--- src/rtl/delta_address_symbol_resolver_assert.svh ---
`ifndef DELTA_ADDRESS_SYMBOL_RESOLVER_ASSERT_SVH
`define DELTA_ADDRESS_SYMBOL_RESOLVER_ASSERT_SVH

// property checked on every clock edge outside reset
`define DASR_ASSERT(lbl, prop, msg) \
  lbl: assert property (@(posedge clk) disable iff (rst) (prop)) else $error(msg);

// condition that must never be seen outside reset
`define DASR_NEVER(lbl, cond, msg) \
  lbl: assert property (@(posedge clk) disable iff (rst) !(cond)) else $error(msg);

`endif

--- src/rtl/dasr_pkg.sv ---
`timescale 1ns / 1ps
package dasr_pkg;

  localparam int START_W = 64;
  localparam int ID_W    = 16;
  localparam int ENTRY_W = START_W + ID_W;

  localparam logic [1:0] CMD_LOAD = 2'd0;
  localparam logic [1:0] CMD_CHAR = 2'd1;
  localparam logic [1:0] CMD_END  = 2'd2;

  localparam logic [1:0] KIND_SYMBOL = 2'd0;
  localparam logic [1:0] KIND_RAW    = 2'd1;
  localparam logic [1:0] KIND_EOL    = 2'd2;

  localparam logic [7:0] CHAR_PLUS  = 8'h2b;
  localparam logic [7:0] CHAR_MINUS = 8'h2d;
  localparam logic [7:0] CHAR_UNDER = 8'h5f;

  localparam logic [2:0] PREFIX_LEN = 3'd5;

  typedef struct packed {
    logic               done;
    logic               found;
    logic [START_W-1:0] best_start;
    logic [ID_W-1:0]    best_id;
  } scan_res_t;

  // expected character at each prefix position
  function automatic logic [7:0] guest_char(input logic [2:0] pos);
    logic [7:0] c;
    case (pos)
      3'd0: c = 8'h47;
      3'd1: c = 8'h55;
      3'd2: c = 8'h45;
      3'd3: c = 8'h53;
      3'd4: c = 8'h54;
      default: c = 8'h00;
    endcase
    return c;
  endfunction

  // bit 4 set when the character is a hex digit, low nibble its value
  function automatic logic [4:0] hex_value(input logic [7:0] c);
    logic [4:0] v;
    v = 5'd0;
    if (c >= 8'h30 && c <= 8'h39) begin
      v = {1'b1, 4'(c - 8'h30)};
    end else if (c >= 8'h61 && c <= 8'h66) begin
      v = {1'b1, 4'(c - 8'h57)};
    end else if (c >= 8'h41 && c <= 8'h46) begin
      v = {1'b1, 4'(c - 8'h37)};
    end
    return v;
  endfunction

endpackage

--- src/rtl/dasr_scan.sv ---
`timescale 1ns / 1ps
module dasr_scan #(
  parameter int TABLE_DEPTH = 65536
) (
  input  logic                             clk,
  input  logic                             rst,
  input  logic                             start,
  input  logic [dasr_pkg::START_W-1:0]     addr,
  input  logic [$clog2(TABLE_DEPTH+1)-1:0] count,
  output logic [$clog2(TABLE_DEPTH)-1:0]   rd_addr,
  input  logic [dasr_pkg::ENTRY_W-1:0]     rd_data,
  output dasr_pkg::scan_res_t              res
);

  localparam int AW = $clog2(TABLE_DEPTH);
  localparam int CW = $clog2(TABLE_DEPTH + 1);

  logic                         busy;
  logic [CW-1:0]                issue_cnt;
  logic                         rd_pending;
  logic                         found;
  logic [dasr_pkg::START_W-1:0] best_start;
  logic [dasr_pkg::ID_W-1:0]    best_id;
  logic                         done;
  logic [dasr_pkg::START_W-1:0] entry_start;
  logic                         hit;

  assign rd_addr     = issue_cnt[AW-1:0];
  assign entry_start = rd_data[dasr_pkg::ENTRY_W-1:dasr_pkg::ID_W];
  // strictly greater keeps the earliest entry on equal starts
  assign hit = (entry_start <= addr) && (!found || entry_start > best_start);

  always_ff @(posedge clk) begin
    if (rst) begin
      busy       <= 1'b0;
      issue_cnt  <= '0;
      rd_pending <= 1'b0;
      found      <= 1'b0;
      done       <= 1'b0;
    end else begin
      done       <= 1'b0;
      rd_pending <= 1'b0;
      if (start) begin
        busy      <= 1'b1;
        issue_cnt <= '0;
        found     <= 1'b0;
      end else if (busy) begin
        if (issue_cnt != count) begin
          issue_cnt  <= issue_cnt + CW'(1);
          rd_pending <= 1'b1;
        end else if (!rd_pending) begin
          busy <= 1'b0;
          done <= 1'b1;
        end
        if (rd_pending && hit) begin
          found <= 1'b1;
        end
      end
    end
  end

  always_ff @(posedge clk) begin
    if (busy && rd_pending && hit) begin
      best_start <= entry_start;
      best_id    <= rd_data[dasr_pkg::ID_W-1:0];
    end
  end

  assign res.done       = done;
  assign res.found      = found;
  assign res.best_start = best_start;
  assign res.best_id    = best_id;

endmodule

--- config.mk ---
export PLATFORM = sky130hd
export DESIGN_NAME = dasr_scan
export DESIGN_NICKNAME = d
export VERILOG_FILES = /design/src/rtl/delta_address_symbol_resolver_assert.svh /design/src/rtl/dasr_pkg.sv /design/src/rtl/dasr_scan.sv
export SDC_FILE = /design/constraint.sdc
export NUM_CORES = 1
export LEC_CHECK = 0
export BUFFER_PORTS_ARGS = -buffer_cell sky130_fd_sc_hd__buf_2
export CAP_MARGIN = 20
export CORE_ASPECT_RATIO = 1.5
export CORE_MARGIN = 4
export CORE_UTILIZATION = 46
export CTS_BUF_LIST = sky130_fd_sc_hd__clkbuf_8
export CTS_CLUSTER_SIZE = 25
export DETAILED_ROUTE_END_ITERATION = 10
export PLACE_DENSITY = 0.83
export SLEW_MARGIN = 5
export SYNTH_ARGS = -nofsm -noshare
export SYNTH_HDL_FRONTEND = slang
export SYNTH_SLANG_ARGS = --single-unit
--- constraint.sdc ---
create_clock -name clk -period 9.35 [get_ports clk]
set_input_delay 0.4675 -clock clk [delete_from_list [all_inputs] [get_ports clk]]
set_output_delay 0.4675 -clock clk [all_outputs]
set_load 0.02 [all_outputs]
# --- Yosys cells after proc, flatten, opt, wreduce, memory -nomap -nowiden ---
# Index checks and enable logic that the tools add are counted.
totals:
  mem_bits_rw: 0
  ff_bits: 101
  latchBits: 0
  rom_bits: 0
  input_bits: 164
  mem_count: 0
  out_inout_bits: 98
classes:
  shift: 0
  mul: 0
  div_mod_pow: 0
  magnitude_cmp: 2
  mux: 6
  reduce_logical: 11
  add_sub_neg: 1
  eq_ne: 1
  n_bitwise: 1
op_table:
  columns: ["op", "n"]
  rows:
  - ["64-bit > comparator", 1]
  - ["64-bit <= comparator", 1]
  - ["17-bit by 1-bit adder with 17-bit output (second input constant)", 1]
  - ["17-bit inequality test", 1]
  - ["1-bit 2-to-1 mux", 6]
  - ["1-bit logical AND", 4]
  - ["2-bit AND reduction", 2]
  - ["4-bit OR reduction", 1]
  - ["3-bit OR reduction", 1]
  - ["2-bit OR reduction", 1]
  - ["1-bit logical NOT", 1]
  - ["1-bit logical OR", 1]
  - ["1-bit inverter", 1]

# --- Longest topological paths before layout ---
logic_depth:
  word_depth: 5
  mapped_depth: 9
  ltp_nobuf: 9

# --- Worst setup path after synthesis ---
# Ideal clock, no wire load.
synth_path:
  kind: "input to register"
  start: "in addr[38] in the netlist's numbering"
  end: "reg best_id[0] in the netlist's numbering, enable pin"
  arrival_time_ns: 5.471
  path_buffers: 0
  slack_ns: 3.370
  cell_stages: 8
  t_required_ns: 8.840
  setup_ns: 0.510
  path_cell_list: "inv_1 -> ha_1 -> nand4_1 -> or4_1 -> nor2_1 -> nand3_1 -> or4_4 -> a211oi_2"
synth_between:
  elab_chain_cells: 3
synth_lines:
  columns: ["item", "line", "source"]
  rows:
  - ["start, declared", "dasr_scan.sv:8", "input logic [dasr_pkg::START_W-1:0] addr,"]
  - ["64-bit <= comparator", "dasr_scan.sv:31", "assign hit = (entry_start <= addr) && (!found || entry_start > best_start);"]
  - ["1-bit logical AND", "dasr_scan.sv:31", null]
  - ["1-bit logical AND", "dasr_scan.sv:63", "if (busy && rd_pending && hit) begin"]
  - ["end signal, assigned", "dasr_scan.sv:65", "best_id <= rd_data[dasr_pkg::ID_W-1:0];"]
  - ["end, declared", "dasr_scan.sv:23", "logic [dasr_pkg::ID_W-1:0] best_id;"]
# No other way between the ends.
# A chain may end at the register's enable or synchronous reset.

# --- Worst setup path after layout ---
layout_path:
  start: "in rd_data[78] in the netlist's numbering"
  end: "reg best_start[44] in the netlist's numbering, enable pin"
layout_between:
  elab_chain_cells: 4
  word_cells_on_any_way: 5
layout_lines:
  columns: ["item", "line", "source"]
  rows:
  - ["start, declared", "dasr_scan.sv:11", "input logic [dasr_pkg::ENTRY_W-1:0] rd_data,"]
  - ["64-bit > comparator", "dasr_scan.sv:31", null]
  - ["1-bit logical OR", "dasr_scan.sv:31", null]
  - ["1-bit logical AND (*)", "dasr_scan.sv:31", null]
  - ["1-bit logical AND (*)", "dasr_scan.sv:63", null]
  - ["end signal, assigned", "dasr_scan.sv:64", "best_start <= entry_start;"]
  - ["end, declared", "dasr_scan.sv:22", "logic [dasr_pkg::START_W-1:0] best_start;"]
# Mark *: on every way between the ends. The rest lies on a longest branch, timed or not.

==> results.py <==
metrics = {
    "drt": {
        "viasPerCell": 5.19,
        "drt_pass1_iterations": 7,
        "highest_layer": "met4",
        "drt-initial-drc-count": 215,
        "routed_wl_um": 18700,
        "drc": 0,
        "num_vias": 5949,
        "wl_met2_um": 9810,
        "wire_per_inst_um": 16.3,
        "routedLengthMet1_um": 7000,
        "final_antenna_net_count": 0,
        "wl_met3_um": 973,
    },
    "setup_path": {
        "setup.worst_path.start": "rd_data[78]",
        "path_class": "primary input to flop",
        "startpoint_type": "primary input",
        "critPathMaxStageDelay_ns": 0.59,
        "critical_path.slowest_cell": "nor4_2",
        "path_buf_inv": 2,
        "cp.arrival_ns": 3.35,
        "worstPathRequired_ns": 9.36,
        "crit_path_cell_trace": "buf_2 -> ha_1 -> nand4_1 -> nor4_2 -> nand2_4 -> nor2_1 -> nand3_1 -> or4_4 -> a211oi_4 -> buf_4",
        "end_kind": "flop",
        "cp_top_family": "simple AND/OR/NAND/NOR gates",
        "crit_fanout": 44,
        "rr_startpoint": "best_start[62]",
    },
    "timing": {
        "tns_ns": 0,
        "timing_hold_violations_final": 0,
        "rsz0062_at_grt": "no",
        "post-route-period-util": 0.357,
        "maxSlewHeadroom": 0.542,
        "finalSetupViolCount": 0,
        "clock.fmax_mhz": 299,
        "period_needed_ns": 3.34,
        "final_max_slew_viol_count": 0,
        "worst_clock_skew_ns": 0.0178,
        "tightest_slew_ns": 0.680,
        "worst_slack_ns": 6.01,
    },
    "placed_design": {
        "post-place-ws_ns": 5.59,
        "dpl.hpwl_um": 15800,
        "port_buffers": 261,
        "gp_congestion": 0.859,
        "dpl-instance-area_um2": 8290,
    },
    "clock_tree": {
        "hold_buffers": 0,
        "post_cts_buffers": 0,
        "htree_levels": 3,
        "post_cts_resize_count": 0,
        "numCtsBuffers": 9,
        "clock-sinks": 101,
        "cts-root-buf": "clkbuf_8",
        "cts_max_path_buffers": 2,
        "clk_pin_slew_worst_paths_ns": 0.11,
        "clkLatencyLatePin_ns": 0.37,
        "cts_tree": "built",
    },
    "power_and_ir_drop": {
        "leakagePower_nw": 4.31,
        "peakVddDrop_v": 0.0000702,
        "pwr_density_cell_nw_per_um2": 108,
    },
    "global_routing": {
        "grt_pass1_wl_um": 28000,
        "grt_usage": 0.212,
        "antenna_found_initial": 4,
        "grt_max_degree": 45,
        "grt_pass1_vias": 5880,
        "grt-ovfl-total": 0,
    },
    "floorplanning": {
        "start_util": 0.470,
        "coreArea_um2": 14600,
        "rows": 54,
        "dieArea_um2": 17000,
        "die_x_um": 108,
        "die_y_um": 158,
        "io_pins": 262,
    },
    "logic_synthesis": {
        "synth_edf_count": 80,
        "async_flop_share": 0,
        "synth_seq_area_share": 0.411,
        "synth-seq-cells": 101,
        "synth_flop_cell": "edfxtp_1",
        "ys_types": 47,
        "synthTopCellsByArea": "edfxtp_1 (35%), ha_1 (24%), inv_1 (7.4%), dfxtp_1 (6.1%), a21oi_1 (3.9%)",
        "syn_area_per_cell_um2": 9.99,
        "synth_cells": 687,
        "yosysWarningCount": 0,
        "synthesis.area_um2": 6860,
        "synth_top_cell_area_share": 0.350,
        "yosysTopAreaCell": "edfxtp_1",
        "mappedNetlistNets": 980,
    },
    "finish": {
        "area_delta_synth_final_pct": 23.8,
        "final_util": 0.582,
        "nets": 1233,
        "drive_above_1_share": 0.303,
        "design_area_um2": 8490,
    },
    "outcome": {
        "status": "finished, final reports clean",
    },
    "min_path": {
        "min_path_type": "primary input to flop",
        "worstHoldStart": "rd_data[4]",
    },
    "flow_run": {
        "maxCapViolCount": 0,
    },
}
[cells in the final DEF (no fill, tap or decap), drive strengths merged, types with 5 or more instances in the layout]
cell type / Yosys / layout
a211oi: 10 / 10
a21o: 7 / 7
a21oi: 54 / 54
buf: 20 / 263
clkbuf: 1 / 9
dfxtp: 21 / 21
diode: 0 / 5
edfxtp: 80 / 80
ha: 129 / 129
inv: 135 / 138
nand2: 38 / 38
nand3: 26 / 26
nand4: 37 / 37
nor2: 29 / 29
nor4: 6 / 6
o211ai: 5 / 5
o21ai: 19 / 19
xnor2: 17 / 17
xor2: 13 / 13
[path summary, 6_finish.rpt]
kind	end	slack (ns)	depth (start not counted)
min reg2reg	done	0.52	1
min	best_id[4]	0.26	1
max	best_start[44]	6.01	10
max reg2reg	best_start[44]	6.07	10
[Yosys cell counts (all sizes together) (2+ instances only)]
master    n
inv     135
ha      129
edfxtp   80
a21oi    54
nand2    38
nand4    37
nor2     29
nand3    26
dfxtp    21
buf      20
o21ai    19
xnor2    17
xor2     13
a211oi   10
a21o      7
nor4      6
o211ai    5
a221oi    4
and3      4
nor3      4
a21boi    3
or3       3
or4       3
and2      2
and4      2
nor2b     2
o31ai     2
[power by group]
part           switching, mW  internal (mW)
logic                 0.0854         0.0715
clock network          0.170          0.104
registers            0.00269          0.488
total                  0.258          0.663
[metal layers]
metal  vias up  global-route usage
li1       2927                   -
met1      2759               0.236
met2       212               0.380
met3        51              0.0363
met4         0               0.114
met5         -                   0
[kinds of logic (layout without fill, tap and decap cells)]
kind of cell	after synthesis	in the layout	share of synthesized area
buffers and inverters	156	414	0.0953
other	0	5	0
AOI/OAI and AO/OA	110	110	0.0961
xor gates and xnor gates	30	30	0.0383
muxes	1	1	0.00146
and+or+nand+nor	160	160	0.122
DFF	101	101	0.411
adders and majority gates	129	129	0.235
[cell type report]
class	count	area, µm²
Antenna cell	5	12.5
Clock buffer	9	124
Clock inverter	7	67.6
Fill cell	1317	6100
Inverter	135	507
Multi-Input combinational cell	430	3390
Sequential cell	101	2820
Tap cell	196	245
Timing Repair Buffer	263	1320
[through the flow]
stage	hold WS (ns)	cells	power, mW
after floorplan	0.440	687	0.585
after global placement	0.486	1125	0.651
after detailed placement	0.492	1125	0.657
after CTS	0.244	1141	0.930
after global routing	0.226	1145	0.971
final	0.260	1146	0.921
[flip-flops by register name, summed over array words and instances, names as in the netlist]
signal,count
best_start,64
issue_cnt,17
best_id,16
busy,1
done,1
found,1
rd_pending,1
Power figures use the tool's default switching activity.
